==> config.mk <==
export PLATFORM = sky130hd
export DESIGN_NAME = modular_range_stream_cipher_core
export DESIGN_NICKNAME = d
export VERILOG_FILES = /design/src/sv/mrsc_pkg.sv /design/src/sv/mrsc_front.sv /design/src/sv/mrsc_mod_stage.sv /design/src/sv/mrsc_back.sv /design/src/sv/modular_range_stream_cipher_core.sv
export SDC_FILE = /design/constraint.sdc
export NUM_CORES = 2
export LEC_CHECK = 0
export ABC_AREA = 1
export ABC_CLOCK_PERIOD_IN_PS = 16390
export BUFFER_PORTS_ARGS = -buffer_cell sky130_fd_sc_hd__buf_2
export CORE_UTILIZATION = 30
export DETAILED_ROUTE_END_ITERATION = 10
export GPL_TIMING_DRIVEN = 0
export PLACE_DENSITY = 0.49
export SYNTH_ARGS = -nofsm -noshare
export SYNTH_HDL_FRONTEND = slang
export SYNTH_SLANG_ARGS = --single-unit
==> constraint.sdc <==
create_clock -name clk_i -period 16.39 [get_ports clk_i]
set_input_delay 4.0975 -clock clk_i [delete_from_list [all_inputs] [get_ports clk_i]]
set_output_delay 4.0975 -clock clk_i [all_outputs]
set_load 0.05 [all_outputs]
==> src/sv/mrsc_pkg.sv <==
// ----------------------------------------------------------------------------
// mrsc_pkg
// Shared widths, types and helper functions for the modular-range stream
// cipher core.
// ----------------------------------------------------------------------------
package mrsc_pkg;

  // Coefficient and keystream widths
  localparam int COEF_WIDTH = 16;
  localparam int KS_WIDTH   = 16;

  // A remainder is below the range size, which reaches 2^COEF_WIDTH
  localparam int REM_WIDTH = COEF_WIDTH + 1;

  // Modulo pipeline: MOD_STEPS restoring steps per stage
  localparam int DVD_MAX     = (COEF_WIDTH > KS_WIDTH) ? COEF_WIDTH : KS_WIDTH;
  localparam int MOD_STEPS   = 4;
  localparam int MOD_STAGES  = (DVD_MAX + MOD_STEPS - 1) / MOD_STEPS;
  localparam int DVD_WIDTH   = MOD_STAGES * MOD_STEPS;
  localparam int PIPE_STAGES = MOD_STAGES + 2;

  localparam int CFG_IDX_WIDTH = 2;

  // Configuration register indexes
  typedef enum logic [CFG_IDX_WIDTH-1:0] {
    CFG_RANGE_MIN = 2'd0,
    CFG_RANGE_MAX = 2'd1,
    CFG_DIRECTION = 2'd2,
    CFG_SKIP_ZERO = 2'd3
  } cfg_reg_e;

  typedef logic signed [COEF_WIDTH-1:0] coef_t;
  typedef logic [REM_WIDTH-1:0]         rem_t;
  typedef logic [DVD_WIDTH-1:0]         dvd_t;

  localparam coef_t RANGE_MIN_RST = coef_t'(-1024);
  localparam coef_t RANGE_MAX_RST = coef_t'(1023);

  // Configuration as seen by the datapath
  typedef struct packed {
    coef_t range_min;
    coef_t range_max;
    rem_t  range_size;
    logic  direction;
    logic  skip_zero;
  } cfg_t;

  // Item travelling through the modulo pipeline: two lanes reduced in step
  typedef struct packed {
    coef_t coef;
    logic  last;
    logic  err;
    dvd_t  off_dvd;
    rem_t  off_rem;
    dvd_t  ks_dvd;
    rem_t  ks_rem;
  } pipe_t;

  // Range size max - min + 1; meaningful only when max >= min
  function automatic rem_t range_size(coef_t lo, coef_t hi);
    logic signed [COEF_WIDTH:0] diff;
    diff = {hi[COEF_WIDTH-1], hi} - {lo[COEF_WIDTH-1], lo};
    return diff[REM_WIDTH-1:0] + {{(REM_WIDTH-1){1'b0}}, 1'b1};
  endfunction

  // One restoring step: shift in a dividend bit, subtract divisor if it fits
  function automatic rem_t mod_step(rem_t rem, logic bit_in, rem_t divisor);
    logic [REM_WIDTH:0] t;
    t = {rem, bit_in};
    if (t >= {1'b0, divisor}) begin
      t = t - {1'b0, divisor};
    end
    return t[REM_WIDTH-1:0];
  endfunction

endpackage

==> src/sv/mrsc_front.sv <==
// ----------------------------------------------------------------------------
// mrsc_front
// Entry stage: forms the offset from range_min, flags an empty range and
// loads both modulo lanes.
// ----------------------------------------------------------------------------
module mrsc_front (
  input  logic                                clk_i,
  input  logic                                en_i,
  input  mrsc_pkg::cfg_t                      cfg_i,
  input  logic signed [mrsc_pkg::COEF_WIDTH-1:0] coefficient_i,
  input  logic [mrsc_pkg::KS_WIDTH-1:0]       keystream_word_i,
  input  logic                                block_last_in_i,
  output mrsc_pkg::pipe_t                     pipe_o
);

  logic [mrsc_pkg::COEF_WIDTH-1:0] offset;
  mrsc_pkg::pipe_t                 pipe_d, pipe_q;

  // Offset wraps modulo 2^COEF_WIDTH
  assign offset = coefficient_i - cfg_i.range_min;

  always_comb begin
    pipe_d         = '0;
    pipe_d.coef    = coefficient_i;
    pipe_d.last    = block_last_in_i;
    pipe_d.err     = $signed(cfg_i.range_max) < $signed(cfg_i.range_min);
    pipe_d.off_dvd = mrsc_pkg::DVD_WIDTH'(offset);
    pipe_d.off_rem = '0;
    pipe_d.ks_dvd  = mrsc_pkg::DVD_WIDTH'(keystream_word_i);
    pipe_d.ks_rem  = '0;
  end

  always_ff @(posedge clk_i) begin
    if (en_i) begin
      pipe_q <= pipe_d;
    end
  end

  assign pipe_o = pipe_q;

endmodule

==> src/sv/mrsc_mod_stage.sv <==
// ----------------------------------------------------------------------------
// mrsc_mod_stage
// One stage of the pipelined modulo unit: MOD_STEPS restoring steps on the
// offset lane and the keystream lane.
// ----------------------------------------------------------------------------
module mrsc_mod_stage (
  input  logic                 clk_i,
  input  logic                 en_i,
  input  mrsc_pkg::rem_t       range_size_i,
  input  mrsc_pkg::pipe_t      pipe_i,
  output mrsc_pkg::pipe_t      pipe_o
);

  localparam int DW = mrsc_pkg::DVD_WIDTH;

  mrsc_pkg::pipe_t pipe_d, pipe_q;

  // Consume dividend bits MSB first
  always_comb begin
    pipe_d = pipe_i;
    for (int j = 0; j < mrsc_pkg::MOD_STEPS; j++) begin
      pipe_d.off_rem = mrsc_pkg::mod_step(pipe_d.off_rem, pipe_d.off_dvd[DW-1],
                                          range_size_i);
      pipe_d.ks_rem  = mrsc_pkg::mod_step(pipe_d.ks_rem, pipe_d.ks_dvd[DW-1],
                                          range_size_i);
      pipe_d.off_dvd = {pipe_d.off_dvd[DW-2:0], 1'b0};
      pipe_d.ks_dvd  = {pipe_d.ks_dvd[DW-2:0], 1'b0};
    end
  end

  always_ff @(posedge clk_i) begin
    if (en_i) begin
      pipe_q <= pipe_d;
    end
  end

  assign pipe_o = pipe_q;

endmodule

==> src/sv/mrsc_back.sv <==
// ----------------------------------------------------------------------------
// mrsc_back
// Final stage and output register: modular add of the two remainders,
// mapping back into the range and the skip-zero / error selection.
// ----------------------------------------------------------------------------
module mrsc_back (
  input  logic                                   clk_i,
  input  logic                                   en_i,
  input  mrsc_pkg::cfg_t                         cfg_i,
  input  mrsc_pkg::pipe_t                        pipe_i,
  output logic signed [mrsc_pkg::COEF_WIDTH-1:0] result_coefficient_o,
  output logic                                   range_error_o,
  output logic                                   block_last_out_o
);

  localparam int CW = mrsc_pkg::COEF_WIDTH;
  localparam int RW = mrsc_pkg::REM_WIDTH;

  mrsc_pkg::rem_t  addend;
  logic [RW:0]     sum;
  logic [CW-1:0]   mapped;
  mrsc_pkg::coef_t result_d, result_q;
  logic            err_q, last_q;

  // Encrypt adds d, decrypt adds r - d; both sums stay below 2r
  always_comb begin
    addend = cfg_i.direction ? (cfg_i.range_size - pipe_i.ks_rem) : pipe_i.ks_rem;
    sum    = {1'b0, pipe_i.off_rem} + {1'b0, addend};
    if (sum >= {1'b0, cfg_i.range_size}) begin
      sum = sum - {1'b0, cfg_i.range_size};
    end
    mapped = sum[CW-1:0] + cfg_i.range_min;
  end

  // Result selection
  always_comb begin
    result_d = pipe_i.coef;
    if (pipe_i.err) begin
      result_d = pipe_i.coef;
    end else if (!cfg_i.direction) begin
      if (!cfg_i.skip_zero || (pipe_i.coef != '0 && mapped != '0)) begin
        result_d = mapped;
      end
    end else if (cfg_i.range_size == {{(RW-1){1'b0}}, 1'b1}) begin
      result_d = cfg_i.range_min;
    end else if (!(cfg_i.skip_zero && pipe_i.coef == '0)) begin
      result_d = mapped;
    end
  end

  always_ff @(posedge clk_i) begin
    if (en_i) begin
      result_q <= result_d;
      err_q    <= pipe_i.err;
      last_q   <= pipe_i.last;
    end
  end

  assign result_coefficient_o = result_q;
  assign range_error_o        = err_q;
  assign block_last_out_o     = last_q;

endmodule

==> src/sv/modular_range_stream_cipher_core.sv <==
// ----------------------------------------------------------------------------
// modular_range_stream_cipher_core
// Format-preserving modular-addition cipher over a configured value range.
// ----------------------------------------------------------------------------
// Pipeline from input transfer to output valid: one entry stage, MOD_STAGES
// modulo stages, one output stage.
// Throughput: one item per cycle; the modulo unit is fully pipelined and each
// stage stalls only when the stage after it is full and not moving.
// Reset: asynchronous, active low; clears all valid bits and loads the
// configuration defaults (range -1024..1023, encrypt, skip-zero off).
module modular_range_stream_cipher_core (
  input  logic                                       clk_i,
  input  logic                                       rst_ni,
  // configuration write port
  input  logic                                       cfg_we_i,
  input  logic [mrsc_pkg::CFG_IDX_WIDTH-1:0]         cfg_index_i,
  input  logic [mrsc_pkg::COEF_WIDTH-1:0]            cfg_data_i,
  // input channel
  input  logic                                       in_valid_i,
  output logic                                       in_ready_o,
  input  logic signed [mrsc_pkg::COEF_WIDTH-1:0]     coefficient_i,
  input  logic [mrsc_pkg::KS_WIDTH-1:0]              keystream_word_i,
  input  logic                                       block_last_in_i,
  // output channel
  output logic                                       out_valid_o,
  input  logic                                       out_ready_i,
  output logic signed [mrsc_pkg::COEF_WIDTH-1:0]     result_coefficient_o,
  output logic                                       range_error_o,
  output logic                                       block_last_out_o
);

  localparam int NS = mrsc_pkg::PIPE_STAGES;
  localparam int NM = mrsc_pkg::MOD_STAGES;

  mrsc_pkg::coef_t range_min_q, range_max_q;
  mrsc_pkg::rem_t  range_size_q;
  logic            direction_q, skip_zero_q;
  mrsc_pkg::cfg_t  cfg;

  logic [NS-1:0]   v_d, v_q;
  logic [NS:0]     rdy;
  mrsc_pkg::pipe_t pipe_s [NM+1];

  // Configuration registers
  always_ff @(posedge clk_i or negedge rst_ni) begin
    if (!rst_ni) begin
      range_min_q <= mrsc_pkg::RANGE_MIN_RST;
      range_max_q <= mrsc_pkg::RANGE_MAX_RST;
      direction_q <= 1'b0;
      skip_zero_q <= 1'b0;
    end else if (cfg_we_i) begin
      case (mrsc_pkg::cfg_reg_e'(cfg_index_i))
        mrsc_pkg::CFG_RANGE_MIN: range_min_q <= cfg_data_i;
        mrsc_pkg::CFG_RANGE_MAX: range_max_q <= cfg_data_i;
        mrsc_pkg::CFG_DIRECTION: direction_q <= cfg_data_i[0];
        mrsc_pkg::CFG_SKIP_ZERO: skip_zero_q <= cfg_data_i[0];
        default: ;
      endcase
    end
  end

  // Range size, registered off the config registers
  always_ff @(posedge clk_i or negedge rst_ni) begin
    if (!rst_ni) begin
      range_size_q <= mrsc_pkg::range_size(mrsc_pkg::RANGE_MIN_RST,
                                           mrsc_pkg::RANGE_MAX_RST);
    end else begin
      range_size_q <= mrsc_pkg::range_size(range_min_q, range_max_q);
    end
  end

  always_comb begin
    cfg.range_min  = range_min_q;
    cfg.range_max  = range_max_q;
    cfg.range_size = range_size_q;
    cfg.direction  = direction_q;
    cfg.skip_zero  = skip_zero_q;
  end

  // Per-stage flow control: a stage loads when empty or when it drains
  always_comb begin
    rdy[NS] = out_ready_i;
    for (int k = NS - 1; k >= 0; k--) begin
      rdy[k] = !v_q[k] || rdy[k+1];
    end
  end

  always_comb begin
    v_d = v_q;
    if (rdy[0]) begin
      v_d[0] = in_valid_i;
    end
    for (int k = 1; k < NS; k++) begin
      if (rdy[k]) begin
        v_d[k] = v_q[k-1];
      end
    end
  end

  always_ff @(posedge clk_i or negedge rst_ni) begin
    if (!rst_ni) begin
      v_q <= '0;
    end else begin
      v_q <= v_d;
    end
  end

  assign in_ready_o  = rdy[0];
  assign out_valid_o = v_q[NS-1];

  // Entry stage
  mrsc_front u_front (
    .clk_i            (clk_i),
    .en_i             (rdy[0]),
    .cfg_i            (cfg),
    .coefficient_i    (coefficient_i),
    .keystream_word_i (keystream_word_i),
    .block_last_in_i  (block_last_in_i),
    .pipe_o           (pipe_s[0])
  );

  // Modulo pipeline
  for (genvar g = 0; g < NM; g++) begin : g_mod
    mrsc_mod_stage u_mod_stage (
      .clk_i        (clk_i),
      .en_i         (rdy[g+1]),
      .range_size_i (range_size_q),
      .pipe_i       (pipe_s[g]),
      .pipe_o       (pipe_s[g+1])
    );
  end

  // Output stage
  mrsc_back u_back (
    .clk_i                (clk_i),
    .en_i                 (rdy[NS-1]),
    .cfg_i                (cfg),
    .pipe_i               (pipe_s[NM]),
    .result_coefficient_o (result_coefficient_o),
    .range_error_o        (range_error_o),
    .block_last_out_o     (block_last_out_o)
  );

  // Assertions
  a_ready_when_out_empty: assert property (@(posedge clk_i) disable iff (!rst_ni)
    !v_q[NS-1] |-> in_ready_o)
    else $error("input not ready while output stage is empty");

  a_backpressure_full: assert property (@(posedge clk_i) disable iff (!rst_ni)
    !in_ready_o |-> ((&v_q) && !out_ready_i))
    else $error("input stalled with a bubble in the pipeline");

  a_occupancy: assert property (@(posedge clk_i) disable iff (!rst_ni)
    $past(rst_ni) |-> ($countones(v_q) == $past($countones(v_q))
                       + ($past(in_valid_i && in_ready_o) ? 1 : 0)
                       - ($past(out_valid_o && out_ready_i) ? 1 : 0)))
    else $error("item lost or duplicated in the pipeline");

  a_entry_hold: assert property (@(posedge clk_i) disable iff (!rst_ni)
    (v_q[0] && !rdy[0]) |=> (v_q[0] && $stable(pipe_s[0])))
    else $error("stalled entry stage changed");

endmodule

==> flow_metrics.py <==
metrics = {
    "route": {
        "wl_um": 155000,
        "routed_via_density": 4.99,
        "postRouteAntennaNets": 0,
        "drtIter0Drc": 2858,
        "drc": 0,
        "first_pass_iters": 6,
        "wire_per_inst_um": 17.4,
        "vias": 44402,
    },
    "floorplan": {
        "start_util_pct": 30.4,
        "fp.dieH_um": 401,
        "coreArea_um2": 157000,
        "fp.dieW_um": 401,
        "dieArea_um2": 160000,
        "rows": 145,
        "pin_count": 76,
    },
    "place": {
        "port_buffers": 75,
        "place_ws_ns": 5.03,
        "placed_area_um2": 51200,
        "gp_congestion": 0.869,
        "hpwl_um": 121000,
    },
    "cells_and_area": {
        "drive_gt1_share_pct": 7.35,
        "design_area_um2": 52800,
        "fill_cells": 16785,
        "fin_util_pct": 33.6,
        "area_delta_synth_final_pct": 10.8,
        "nets": 7521,
    },
    "critical_path": {
        "crit_path_end_kind": "output pin",
        "crit_cells": 14,
        "critical_path.max_fanout": 59,
        "reg2regPathDepth": 53,
        "path_cells": "buf_2, nor2_1, inv_1, nor2_1, inv_2, nor2_1, inv_4, buf_16, nor2_1, inv_4, buf_16, nor2_1, nand2_4, buf_2",
        "cp_slowest_cell": "inv_1",
        "arrival_ns": 7.12,
        "cp-startpoint": "out_ready_i",
        "crit_buf_inv": 8,
        "crit_path_start_kind": "input port",
        "r2r_end": "g_mod[2].u_mod_stage.pipe_o[45]$_DFFE_PP_",
        "path_delay_family": "buffers and inverters",
        "crit_path_frequent_cell": "nor2_1",
        "path_class": "input port to output pin",
        "reg2reg_from": "range_size_q[2]$_DFF_PN0_",
        "r2r_setup_slack_ns": 5.52,
        "required_ns": 12.29,
        "critPathMaxStageDelay_ns": 0.52,
    },
    "synthesis": {
        "synth_area_per_cell_um2": 7.17,
        "synth-simple-area-share_pct": 25.2,
        "synthAdderAreaFrac_pct": 18.3,
        "async_flop_share_pct": 15.0,
        "synthMuxAreaShare_pct": 0,
        "yosysUniqueCellTypes": 74,
        "yosysWarnings": 0,
        "synth_seq_cells": 381,
        "yosysSeqAreaShare_pct": 23.5,
        "synth_flop_cell": "edfxtp_1",
        "synth-edff-count": 324,
        "synth_top_family_by_area": "simple AND/OR/NAND/NOR gates",
        "synthesis.area_um2": 47700,
        "synth_compound_area_share_pct": 17.3,
        "syn_nets": 7375,
        "synth_xor_xnor_area_share_pct": 8.62,
        "synthesis.instances": 6648,
    },
    "global_routing": {
        "track_usage_pct": 18.8,
        "grt_overflow_total": 0,
        "grt_pass1_wl_um": 240000,
        "grt_pass1_vias": 42923,
        "antenna_found_initial": 3,
        "grt_max_degree": 60,
    },
    "timing": {
        "min_period_ns": 11.22,
        "finalHoldViolCount": 0,
        "post-route-period-util_pct": 68.5,
        "max_slew_margin_pct": 41.2,
        "fmax_mhz": 89.1,
        "fin_worst_skew_ns": 0.0343,
        "max_slew.worst_pin.slew_ns": 0.882,
        "rsz0062_at_grt": "false",
        "worst_slack_ns": 5.17,
        "setup_viol": 0,
        "drv_slew": 0,
    },
    "job": {
        "maxCapViolations": 0,
    },
    "clocking": {
        "h-tree-depth": 2,
        "cts_tree": "built",
        "cts_max_path_buffers": 3,
        "cts-root-buf": "clkbuf_16",
        "post-cts-setup-buffers": 0,
        "clk_pin_slew_ns": 0.06,
        "numCtsBuffers": 48,
        "cts.repair.resized": 0,
        "clock_sinks": 381,
        "clock_latency_ns": 0.64,
        "holdBufCountCts": 0,
    },
    "min_path": {
        "min_from": "g_mod[0].u_mod_stage.pipe_o[58]$_DFFE_PP_",
        "hold_depth": 0,
        "min_path_type": "flop to flop",
        "worstHoldEndpoint": "g_mod[1].u_mod_stage.pipe_o[62]$_DFFE_PP_",
    },
    "status": {
        "status": "finished clean",
    },
}
how the worst max path moves through the flow:
stage	endpoint	slack, ns
after floorplan	in_ready_o	2.16
after global placement	in_ready_o	-2.06
after detailed placement	in_ready_o	5.03
after global routing	g_mod[2].u_mod_stage.pipe_o[41]$_DFFE_PP_	4.79
after CTS	in_ready_o	5.00
final	in_ready_o	5.17
Yosys cell counts, drive strengths merged (51+ instances only):
library cell  number  area (um2)
nand2           1839        7090
inv              736        2770
a21oi            631        3260
ha               628        7860
o21ai            579        3040
nor2             401        1630
nand3            359        1930
edfxtp           324        9730
xor2             294        2570
xnor2            175        1530
nor3              79         405
buf               75         519
nand4             59         382
o21bai            51         398
cell usage in the layout (no fill, tap or decap), drive strengths merged, types with 59 or more instances in the layout:
cell and n:
nor3 79, nand2 1839, nor2 401, xnor2 175, o21ai 579, nand4 59
clkbuf 83, xor2 294, buf 171, edfxtp 324, a21oi 631, nand3 359
ha 628, inv 740
area by class of cell:
class | instances | area [um2] | area share, %
Multi-Input combinational cell | 5428 | 33100 | 62.7
Tap cell | 2058 | 2570 | 4.88
Sequential cell | 381 | 11200 | 21.2
Timing Repair Buffer | 96 | 888 | 1.68
Clock inverter | 32 | 354 | 0.671
Buffer | 101 | 617 | 1.17
Inverter | 738 | 2820 | 5.33
Clock buffer | 57 | 1270 | 2.41
Antenna cell | 1 | 2.50 | 0.00474
cell families after synthesis:
logic type,Yosys count
AO/OA/AOI/OAI,1463
buffers and inverters,839
flip-flops,381
XOR/XNOR,469
AND/OR/NAND/NOR,2825
adder cells (fa/ha/maj),671
sequential cells by signal (all words and copies together), names as in the netlist, 6 cells and up:
signal	cells
g_mod.u_mod_stage.pipe_o	256
u_front.pipe_o	50
range_size_q	17
range_max_q	16
range_min_q	16
u_back.result_coefficient_o	16
v_q	6
metrics by stage:
| step | hold WS [ns] | TNS, ns | cells |
|---|---|---|---|
| after floorplan | 0.400 | 0 | 6648 |
| after global placement | 0.400 | -2.06 | 8781 |
| after detailed placement | 0.405 | 0 | 8802 |
| after CTS | 0.388 | 0 | 8891 |
| after global routing | 0.410 | 0 | 8891 |
| final | 0.393 | 0 | 8892 |
per-layer routing:
metal  share of wire (%)  track usage [%]
met1                  48             25.8
met2                  46             31.7
met3                 3.5             1.58
met4                 2.5             4.93
met5                   0                0
Power is not shown: default switching activity piles up to over one toggle a cycle in this logic, so the estimate is an artifact.
